===== config.mk =====
export PLATFORM = sky130hd
export DESIGN_NAME = adsr_envelope_generator_core
export DESIGN_NICKNAME = d
export VERILOG_FILES = /design/src/rtl/adsr_eg_pkg.sv /design/src/rtl/adsr_envelope_generator_core.sv /design/src/rtl/adsr_eg_state.sv /design/src/rtl/adsr_eg_scale.sv
export SDC_FILE = /design/constraint.sdc
export NUM_CORES = 2
export LEC_CHECK = 0
export BUFFER_PORTS_ARGS = -buffer_cell sky130_fd_sc_hd__buf_2
export CORE_UTILIZATION = 50
export DETAILED_ROUTE_END_ITERATION = 10
export HOLD_SLACK_MARGIN = 0.15
export PLACE_DENSITY_LB_ADDON = 0.25
export SLEW_MARGIN = 5
export SYNTH_ARGS = -nofsm -noshare
export SYNTH_HDL_FRONTEND = slang
export SYNTH_HIERARCHICAL = 1
export SYNTH_SLANG_ARGS = --single-unit

===== constraint.sdc =====
create_clock -name clk -period 14.8 [get_ports clk]
set_input_delay 1.48 -clock clk [delete_from_list [all_inputs] [get_ports clk]]
set_output_delay 1.48 -clock clk [all_outputs]
set_load 0.02 [all_outputs]

===== src/rtl/adsr_eg_pkg.sv =====
// Shared types and constants for the ADSR envelope generator.
// No dependencies; used by every module in rtl/.
package adsr_eg_pkg;

  localparam int LEVEL_FRAC_BITS    = 24;
  localparam int VELOCITY_FRAC_BITS = 15;

  localparam int LVL_W = LEVEL_FRAC_BITS + 1;
  localparam int VEL_W = VELOCITY_FRAC_BITS + 1;

  localparam logic [LVL_W-1:0] LEVEL_ONE    = LVL_W'(1) << LEVEL_FRAC_BITS;
  localparam logic [VEL_W-1:0] VELOCITY_ONE = VEL_W'(1) << VELOCITY_FRAC_BITS;

  localparam logic [1:0] OP_TICK     = 2'd0;
  localparam logic [1:0] OP_NOTE_ON  = 2'd1;
  localparam logic [1:0] OP_NOTE_OFF = 2'd2;
  localparam logic [1:0] OP_RESET    = 2'd3;

  localparam logic [1:0] REG_ATTACK_STEP   = 2'd0;
  localparam logic [1:0] REG_DECAY_STEP    = 2'd1;
  localparam logic [1:0] REG_SUSTAIN_LEVEL = 2'd2;
  localparam logic [1:0] REG_RELEASE_SCALE = 2'd3;

  typedef enum logic [2:0] {
    PH_IDLE    = 3'd0,
    PH_ATTACK  = 3'd1,
    PH_DECAY   = 3'd2,
    PH_SUSTAIN = 3'd3,
    PH_RELEASE = 3'd4
  } phase_t;

  typedef struct packed {
    logic [1:0]       opcode;
    logic [VEL_W-1:0] note_velocity;
  } in_item_t;

  typedef struct packed {
    logic [LVL_W-1:0] envelope_out;
    logic [2:0]       phase_now;
  } out_item_t;

  typedef struct packed {
    logic [LVL_W-1:0] attack_step;
    logic [LVL_W-1:0] decay_step;
    logic [LVL_W-1:0] sustain_level;
    logic [LVL_W-1:0] release_scale;
  } cfg_t;

  typedef struct packed {
    logic [LVL_W-1:0] level;
    logic [VEL_W-1:0] velocity;
    phase_t           phase;
  } scale_req_t;

endpackage


===== src/rtl/adsr_envelope_generator_core.sv =====
// Linear ADSR envelope generator, top level: input register, configuration
// registers, envelope state and output scaling. Depends on adsr_eg_pkg,
// adsr_eg_state and adsr_eg_scale.
//
// One item is taken per clock while in_stall is low. An item waits in the input
// register, then updates the envelope state; a sample tick's result then passes
// the holding register and the output register. Only sample ticks produce results.
// The state update is one add and compare, and a 25x25 multiply for the release
// step on note off; the velocity multiply has its own stage. Configuration
// writes take effect at once and are meant for an idle block.
module adsr_envelope_generator_core (
  input  logic                   clk,
  input  logic                   rst_n,
  input  logic                   in_valid,
  output logic                   in_stall,
  input  adsr_eg_pkg::in_item_t  in_data,
  output logic                   out_valid,
  input  logic                   out_stall,
  output adsr_eg_pkg::out_item_t out_data,
  input  logic                   cfg_we,
  input  logic [1:0]             cfg_index,
  input  logic [adsr_eg_pkg::LVL_W-1:0] cfg_data
);

  adsr_eg_pkg::cfg_t       cfg_r;
  logic                    in_v_r;
  adsr_eg_pkg::in_item_t   in_r;
  logic                    fire;
  logic                    req_valid;
  logic                    req_ready;
  adsr_eg_pkg::scale_req_t req;

  always_ff @(posedge clk) begin
    if (!rst_n) begin
      cfg_r.attack_step   <= adsr_eg_pkg::LVL_W'(69905);
      cfg_r.decay_step    <= adsr_eg_pkg::LVL_W'(349);
      cfg_r.sustain_level <= adsr_eg_pkg::LVL_W'(11744051);
      cfg_r.release_scale <= adsr_eg_pkg::LVL_W'(35);
    end else if (cfg_we) begin
      case (cfg_index)
        adsr_eg_pkg::REG_ATTACK_STEP:   cfg_r.attack_step   <= cfg_data;
        adsr_eg_pkg::REG_DECAY_STEP:    cfg_r.decay_step    <= cfg_data;
        adsr_eg_pkg::REG_SUSTAIN_LEVEL: cfg_r.sustain_level <= cfg_data;
        adsr_eg_pkg::REG_RELEASE_SCALE: cfg_r.release_scale <= cfg_data;
        default: begin
        end
      endcase
    end
  end

  // a tick needs room downstream, other opcodes only touch state
  assign fire     = in_v_r && ((in_r.opcode != adsr_eg_pkg::OP_TICK) || req_ready);
  assign in_stall = in_v_r && !fire;

  always_ff @(posedge clk) begin
    if (!rst_n) begin
      in_v_r <= 1'b0;
    end else if (!in_v_r || fire) begin
      in_v_r <= in_valid;
    end
    if (in_valid && !in_stall) begin
      in_r <= in_data;
    end
  end

  adsr_eg_state u_state (
    .clk       (clk),
    .rst_n     (rst_n),
    .cfg       (cfg_r),
    .step_en   (fire),
    .item      (in_r),
    .req_valid (req_valid),
    .req       (req)
  );

  adsr_eg_scale u_scale (
    .clk       (clk),
    .rst_n     (rst_n),
    .req_valid (req_valid),
    .req       (req),
    .req_ready (req_ready),
    .out_valid (out_valid),
    .out_stall (out_stall),
    .out_data  (out_data)
  );

  a_tick_needs_room: assert property (@(posedge clk) disable iff (!rst_n)
    req_valid |-> req_ready) else $error("tick transfer with full holding stage");

  a_stall_holds_item: assert property (@(posedge clk) disable iff (!rst_n)
    in_stall |=> in_v_r) else $error("stalled item lost from input register");

  a_fire_only_valid: assert property (@(posedge clk) disable iff (!rst_n)
    fire |-> in_v_r) else $error("state update without item");

endmodule


===== src/rtl/adsr_eg_state.sv =====
// Envelope state: phase, level, held velocity and release step, updated once
// per transfer. Depends on adsr_eg_pkg.
module adsr_eg_state (
  input  logic                   clk,
  input  logic                   rst_n,
  input  adsr_eg_pkg::cfg_t      cfg,
  input  logic                   step_en,
  input  adsr_eg_pkg::in_item_t  item,
  output logic                   req_valid,
  output adsr_eg_pkg::scale_req_t req
);

  localparam int LW = adsr_eg_pkg::LVL_W;
  localparam int VW = adsr_eg_pkg::VEL_W;
  localparam int FB = adsr_eg_pkg::LEVEL_FRAC_BITS;
  localparam int PW = 2 * LW;
  localparam logic [LW-1:0] ONE  = adsr_eg_pkg::LEVEL_ONE;
  localparam logic [VW-1:0] VONE = adsr_eg_pkg::VELOCITY_ONE;

  adsr_eg_pkg::phase_t phase_r, phase_nxt;
  logic [LW-1:0] level_r, level_nxt;
  logic [VW-1:0] vel_r, vel_nxt;
  logic [LW-1:0] rstep_r, rstep_nxt;

  logic [LW-1:0] sus;
  logic [LW-1:0] rscale;
  logic [LW:0]   atk_sum;
  logic [LW:0]   dec_lim;
  logic [PW-1:0] rel_rnd;

  always_comb begin
    sus     = (cfg.sustain_level > ONE) ? ONE : cfg.sustain_level;
    rscale  = (cfg.release_scale > ONE) ? ONE : cfg.release_scale;
    atk_sum = {1'b0, level_r} + {1'b0, cfg.attack_step};
    dec_lim = {1'b0, sus} + {1'b0, cfg.decay_step};
    rel_rnd = PW'(level_r) * PW'(rscale) + PW'(ONE - LW'(1));

    phase_nxt = phase_r;
    level_nxt = level_r;
    vel_nxt   = vel_r;
    rstep_nxt = rstep_r;

    case (item.opcode)
      adsr_eg_pkg::OP_NOTE_ON: begin
        vel_nxt   = (item.note_velocity > VONE) ? VONE : item.note_velocity;
        phase_nxt = adsr_eg_pkg::PH_ATTACK;
      end
      adsr_eg_pkg::OP_NOTE_OFF: begin
        rstep_nxt = rel_rnd[FB+LW-1:FB];
        phase_nxt = adsr_eg_pkg::PH_RELEASE;
      end
      adsr_eg_pkg::OP_RESET: begin
        phase_nxt = adsr_eg_pkg::PH_IDLE;
        level_nxt = '0;
      end
      adsr_eg_pkg::OP_TICK: begin
        case (phase_r)
          adsr_eg_pkg::PH_ATTACK: begin
            if (atk_sum >= {1'b0, ONE}) begin
              level_nxt = ONE;
              phase_nxt = adsr_eg_pkg::PH_DECAY;
            end else begin
              level_nxt = atk_sum[LW-1:0];
            end
          end
          adsr_eg_pkg::PH_DECAY: begin
            if ({1'b0, level_r} <= dec_lim) begin
              level_nxt = sus;
              phase_nxt = adsr_eg_pkg::PH_SUSTAIN;
            end else begin
              level_nxt = level_r - cfg.decay_step;
            end
          end
          adsr_eg_pkg::PH_SUSTAIN: begin
            level_nxt = sus;
          end
          adsr_eg_pkg::PH_RELEASE: begin
            if (level_r <= rstep_r) begin
              level_nxt = '0;
              phase_nxt = adsr_eg_pkg::PH_IDLE;
            end else begin
              level_nxt = level_r - rstep_r;
            end
          end
          default: begin
          end
        endcase
      end
      default: begin
      end
    endcase

    req_valid    = step_en && (item.opcode == adsr_eg_pkg::OP_TICK);
    req.level    = (phase_r == adsr_eg_pkg::PH_IDLE) ? '0 : level_nxt;
    req.velocity = vel_r;
    req.phase    = phase_nxt;
  end

  always_ff @(posedge clk) begin
    if (!rst_n) begin
      phase_r <= adsr_eg_pkg::PH_IDLE;
      level_r <= '0;
      vel_r   <= '0;
      rstep_r <= '0;
    end else if (step_en) begin
      phase_r <= phase_nxt;
      level_r <= level_nxt;
      vel_r   <= vel_nxt;
      rstep_r <= rstep_nxt;
    end
  end

  a_level_bound: assert property (@(posedge clk) disable iff (!rst_n)
    level_r <= ONE) else $error("level above unity");

  a_idle_zero: assert property (@(posedge clk) disable iff (!rst_n)
    (phase_r == adsr_eg_pkg::PH_IDLE) |-> (level_r == '0))
    else $error("idle with nonzero level");

  a_rstep_bound: assert property (@(posedge clk) disable iff (!rst_n)
    rstep_r <= ONE) else $error("release step above unity");

  a_vel_bound: assert property (@(posedge clk) disable iff (!rst_n)
    vel_r <= VONE) else $error("held velocity above unity");

endmodule


===== src/rtl/adsr_eg_scale.sv =====
// Back end: holding register for a tick result, velocity multiply and the
// output register. Depends on adsr_eg_pkg.
module adsr_eg_scale (
  input  logic                    clk,
  input  logic                    rst_n,
  input  logic                    req_valid,
  input  adsr_eg_pkg::scale_req_t req,
  output logic                    req_ready,
  output logic                    out_valid,
  input  logic                    out_stall,
  output adsr_eg_pkg::out_item_t  out_data
);

  localparam int LW = adsr_eg_pkg::LVL_W;
  localparam int VW = adsr_eg_pkg::VEL_W;
  localparam int FB = adsr_eg_pkg::VELOCITY_FRAC_BITS;
  localparam int PW = LW + VW;

  logic                    mid_v_r;
  adsr_eg_pkg::scale_req_t mid_r;
  logic                    out_v_r;
  adsr_eg_pkg::out_item_t  out_r;
  adsr_eg_pkg::out_item_t  out_nxt;
  logic                    out_take;
  logic [PW-1:0]           prod;

  assign out_take  = !out_v_r || !out_stall;
  assign req_ready = !mid_v_r || out_take;

  always_comb begin
    prod                 = PW'(mid_r.level) * PW'(mid_r.velocity);
    out_nxt.envelope_out = prod[FB+LW-1:FB];
    out_nxt.phase_now    = mid_r.phase;
  end

  always_ff @(posedge clk) begin
    if (!rst_n) begin
      mid_v_r <= 1'b0;
      out_v_r <= 1'b0;
    end else begin
      if (req_ready) begin
        mid_v_r <= req_valid;
      end
      if (out_take) begin
        out_v_r <= mid_v_r;
      end
    end
    if (req_valid && req_ready) begin
      mid_r <= req;
    end
    if (mid_v_r && out_take) begin
      out_r <= out_nxt;
    end
  end

  assign out_valid = out_v_r;
  assign out_data  = out_r;

endmodule


# Word level (Yosys, flattened, before mapping)
# Cells that the tools add are included.
dict set report word_totals {
  regBits 262
  latchBits 0
  ram_bits 0
  mem_bits_ro 0
  input_bits 50
  out_inout_bits 30
  n_memories 0
}
dict set report op_classes {
  add_sub_neg 5
  multipliers 2
  n_div 0
  n_lt_le_gt_ge 6
  eq_ne 10
  shifts 0
  n_mux 13
  n_bitwise 0
  reduce_logical 26
}
# operator count
set op_table {}
lappend op_table {{25-bit two-way mux} 5}
lappend op_table {{25-bit case mux with 4 select lines} 1}
lappend op_table {{25-bit by 25-bit adder with 26-bit output} 2}
lappend op_table {{25-bit greater-than comparator (second input constant)} 2}
lappend op_table {{25-bit case mux with 2 select lines} 1}
lappend op_table {{25-bit subtractor} 2}
lappend op_table {{49-bit by 24-bit adder with 49-bit output (second input constant)} 1}
lappend op_table {{25-bit by 25-bit multiplier with 49-bit output} 1}
lappend op_table {{25-bit by 16-bit multiplier with 40-bit output} 1}
lappend op_table {{26-bit by 25-bit greater-or-equal comparator with 1-bit output (second input constant)} 1}
lappend op_table {{25-bit by 26-bit <= comparator with 1-bit output} 1}
lappend op_table {{25-bit <= comparator} 1}
lappend op_table {{16-bit greater-than comparator (second input constant)} 1}
lappend op_table {{16-bit two-way mux} 1}
lappend op_table {{3-bit case mux with 4 select lines} 1}
lappend op_table {{2-bit AND reduction} 6}
lappend op_table {{3-bit two-way mux} 3}
lappend op_table {{3-bit case mux with 3 select lines} 1}
lappend op_table {{2-bit == test (second input constant)} 4}
lappend op_table {{3-bit by 2-bit == test with 1-bit output (second input constant)} 2}
lappend op_table {{1-bit logical AND} 6}
lappend op_table {{1-bit zero test} 6}
lappend op_table {{2-bit by 1-bit == test with 1-bit output (second input constant)} 2}
lappend op_table {{2-bit zero test} 2}
lappend op_table {{5 further kinds} 8}

# Logic depth before layout (Yosys ltp)
dict set report logic_depth {
  word_depth 9
  depth_mapped 32
  ltp_nobuf 30
}

# By module
# Netlist, hierarchy kept.
# mod n_inst cells_per_inst area_per_inst_um2 seq_area_each_um2
set modules_own_cells {}
lappend modules_own_cells {adsr_eg_state 1 3603 29919.9 1381.3}
lappend modules_own_cells {adsr_eg_scale 1 1502 14566.5 2202.1}
lappend modules_own_cells {adsr_envelope_generator_core 1 400 4408.0 2562.5}

# Worst setup path before layout
# No wires, ideal clock.
dict set report synth_path {
  path_kind {reg-to-reg}
  start {reg cfg_r[14] (netlist name)}
  end {reg u_state.rstep_r[24]}
  setup_ns 0.116
  arrival_time_ns 7.905
  slack_ns 6.779
  stages_incl_launch_ff 30
  path_buffers 3
  synth_period_minus_slack_ns 8.021
  cell_sequence {dfxtp_1 nor4_1 nand4_1 o21ai_0 clkbuf_1 clkbuf_1 clkbuf_1 and3_1 fa_1 fa_1 inv_1 fa_1 fa_1 inv_1 fa_1 fa_1 inv_1 fa_1 inv_1 ha_1 a21oi_2 nor2_1 nor4_2 o211ai_2 nor4_4 o31ai_2 o311ai_4 o21ai_2 or4_1 and4_1}
}
dict set report synth_via {
  elab_chain_len 4
}
# element line_no
set synth_rtl {}
lappend synth_rtl {{start, declared} adsr_envelope_generator_core.sv:25} ;# adsr_eg_pkg::cfg_t cfg_r;
lappend synth_rtl {{25-bit greater-than comparator} adsr_eg_state.sv:33} ;# rscale = (cfg.release_scale > ONE) ? ONE : cfg.release_scale;
lappend synth_rtl {{25-bit two-way mux (*)} adsr_eg_state.sv:33}
lappend synth_rtl {{25-bit by 25-bit multiplier with 49-bit output (*)} adsr_eg_state.sv:36} ;# rel_rnd = PW'(level_r) * PW'(rscale) + PW'(ONE - LW'(1));
lappend synth_rtl {{49-bit by 24-bit adder with 49-bit output (*)} adsr_eg_state.sv:36}
lappend synth_rtl {{end signal, assigned} adsr_eg_state.sv:109} ;# rstep_r <= rstep_nxt;
lappend synth_rtl {{end, declared} adsr_eg_state.sv:23} ;# logic [LW-1:0] rstep_r, rstep_nxt;
# Mark *: on every way between the ends. The rest lies on a longest branch, timed or not.
# A chain may end at the register's enable or synchronous reset.

# Worst setup path in the final report
dict set report layout_path {
  start {reg cfg_r[1] (netlist name)}
  end {reg u_state.rstep_r[24]}
}
# Same word-level chain as after synthesis.

==> impl_metrics.yaml <==
logic_synthesis:
  synth_cells: 5505
  yosysTopAreaCell: "fa_1"
  synth_common_cells: "inv_1 (1058), fa_1 (869), nand2_1 (760), ha_1 (397), and2_1 (285)"
  ys_seq_area_frac: 0.126
  synthTopCellsByArea: "fa_1 (36%), ha_1 (10%), inv_1 (8.1%)"
  synth_edf_count: 90
  yosysWarnings: 6
  synthDistinctLibCells: 91
  syn_area_per_cell_um2: 8.88
  synth_most_common_cell: "inv_1"
  async_flop_share: 0
  syn-cell-area_um2: 48900
  syn_nets: 6821
  ys_ff_latch: 262
  synth_top_area_share: 0.356
  synthFlopType: "dfxtp_1"
clock_tree:
  cts_buffers: 31
  clkTransAtPathRegs_ns: 0.06
  post-cts-setup-buffer-count: 0
  clock-sinks: 262
  cts_buffer_depth: 3
  ctsRootBufferMaster: "clkbuf_16"
  insertion_delay_ns: 0.65
  cts_resized: 0
  ctsHtreeMaxLevel: 1
  cts_tree: "built"
  cts_hold_buffers: 0
power_and_ir_drop:
  p_int_mw: 1.71
  power_density_nw_per_um2: 55.6
  irDropWorstVdd_uv: 94.1
  sw_frac_of_total: 0.400
  power.share.clock: 0.278
  p_sw_mw: 1.14
  combPwrFrac: 0.428
  power_mw: 2.86
  seq_power_share: 0.295
  p_leak_nw: 26.3
critical_path:
  worstSetupEndpointType: "flip-flop"
  worst_ep_required_time_ns: 15.33
  worst_path_most_repeated_cell: "fa_1"
  worstSetupStartpointType: "flip-flop"
  cp_slowest_cell: "and2_1"
  critical_path_class: "flip-flop to flip-flop"
  slowest_delay_ns: 0.94
  path_delay_family: "adder cells"
  critical_path_buf_inv_count: 6
  critPathMaxFanout: 139
  crit_arrival_ns: 10.60
cells_and_area:
  regArea_um2: 6150
  synthToLayoutAreaGrowth_pct: 5.02
  nFillCells: 8944
  nets: 6714
  multiInputGateArea_um2: 37700
  layout-drive-gt1-share: 0.0446
route:
  vias: 38610
  avgViaCountPerCell: 5.76
  drcViolationCount: 0
  wire_per_inst_um: 21.9
  dr.first_iter.drc_count: 3861
  first_pass_iters: 6
  ant_nets: 0
  finalWirelength_um: 147000
timing:
  tightest_slew_ns: 1.36
  finalHoldViolCount: 0
  post-route-period-util: 0.680
  post-route-min-period_ns: 10.07
  rsz0062_at_grt: "no"
  fin_ws_ns: 4.73
  slew_violations: 0
  maxSlewHeadroom: 0.0873
  setup_viol: 0
  fin_setup_tns_ns: 0
  hold_ws_ns: 0.416
  max_freq_ghz: 0.0993
  skew_ns: 0.0206
place:
  post-place-ws_ns: 4.94
  gp_congestion: 0.951
  io_buffers: 79
  place_hpwl_um: 111000
global_route:
  gr-total-overflow: 0
  grt_pass1_wl_um: 228000
  grt_max_degree: 140
  antenna_found_initial: 2
  grtUsageTotal: 0.300
  grt_pass1_vias: 38671
die:
  pin_count: 80
  rows: 114
  die_h_um: 315
  core-area_um2: 96700
  die_area_um2: 99000
  start_util: 0.506
  dieWidth_um: 315
job:
  max_cap_violations: 0
worst_hold_path:
  hold_class: "flip-flop to flip-flop"
status:
  run_status: "finished clean"
[cell usage in the layout (no fill, tap or decap), drive strengths merged, types with 7 or more instances in the layout]
master	netlist	layout
a211o	9	9
a211oi	20	20
a21boi	7	7
a21o	75	75
a21oi	191	191
a221oi	14	14
a22oi	13	13
a31oi	17	17
and2	286	286
and3	256	256
buf	25	139
clkbuf	254	42
dfxtp	172	172
edfxtp	90	90
fa	869	869
ha	397	397
inv	1059	1063
mux2i	100	100
nand2	761	761
nand2b	19	19
nand3	68	68
nand3b	7	7
nand4	35	35
nand4b	12	12
nor2	104	104
nor2b	79	79
nor3	43	43
nor3b	9	9
nor4	25	25
o211a	9	9
o211ai	29	29
o21a	30	30
o21ai	134	134
o21bai	24	24
o221ai	14	14
o31ai	15	15
or2	9	9
or3	10	10
xnor2	82	82
xor2	52	52
[worst register-to-register path: cells and delay by family, from the launching register on]
family / cells / cell delay [ns]
simple gates: 7 / 2.77
fa+ha+maj: 8 / 3.85
buf+inv: 6 / 1.08
compound gates: 8 / 1.67
flops: 1 / 0.59
[metrics by stage]
| stage | area, um2 | cells | utilization |
|---|---|---|---|
| after floorplan | 48900 | 5505 | - |
| after global placement | 50300 | 6641 | 0.520 |
| after detailed placement | 50300 | 6641 | 0.520 |
| after CTS | 51300 | 6699 | 0.531 |
| after global routing | 51300 | 6699 | 0.531 |
| final | 51300 | 6702 | 0.531 |
[layout make-up]
cell class / count / area share
antenna: 3 / 0.000146
tap: 1276 / 0.0311
timing repair buffer: 139 / 0.0166
clock inverter: 16 / 0.00297
sequential: 262 / 0.120
inverter: 1059 / 0.0774
clock buffer: 42 / 0.0171
multi-input combinational: 3905 / 0.735
[sequential cells by signal (all words and copies together), names as in the netlist]
signal	flops
in_r	18
cfg_r	100
u_scale/mid_r	44
u_scale/out_data	28
u_scale/out_valid	1
u_state/vel_r	16
u_scale/mid_v_r	1
u_state/level_r	25
in_v_r	1
u_state/rstep_r	25
u_state/phase_r	3
[cells by family after synthesis]
group           count (synthesis)  synth area share
simple gates                 1740             0.178
buf+inv                      1338             0.104
fa+ha+maj                    1266             0.457
compound gates                664            0.0905
flops                         262             0.126
xor+xnor                      134            0.0240
mux                           101            0.0207
[power groups by stage]
stage | registers (mW) | logic [mW] | clock network, mW
after floorplan | 0.834 | 0.908 | 0
after global placement | 0.855 | 1.19 | 0
after detailed placement | 0.856 | 1.20 | 0
after CTS | 0.840 | 1.21 | 0.805
after global routing | 0.844 | 1.36 | 0.828
final | 0.842 | 1.22 | 0.793
[layer usage]
layer | up-vias | share of wire | GRT usage
met2 | 1750 | 0.43 | 0.456
met5 | - | 0.00017 | 0
met4 | 4 | 0.038 | 0.0971
li1 | 17187 | - | -
met1 | 19416 | 0.44 | 0.437
met3 | 253 | 0.092 | 0.0487
[worst paths after layout]
check	slack [ns]	from	endpoint	depth (start not counted)
setup / recovery	4.73	cfg_r[1]	u_state/rstep_r[24]	29
hold / removal	0.42	u_scale/mid_r[2]	u_scale/out_data[2]	0
setup reg to reg	4.73	cfg_r[1]	u_state/rstep_r[24]	29
hold reg to reg	0.42	u_scale/mid_r[2]	u_scale/out_data[2]	0
Power figures use the tool's default switching activity.
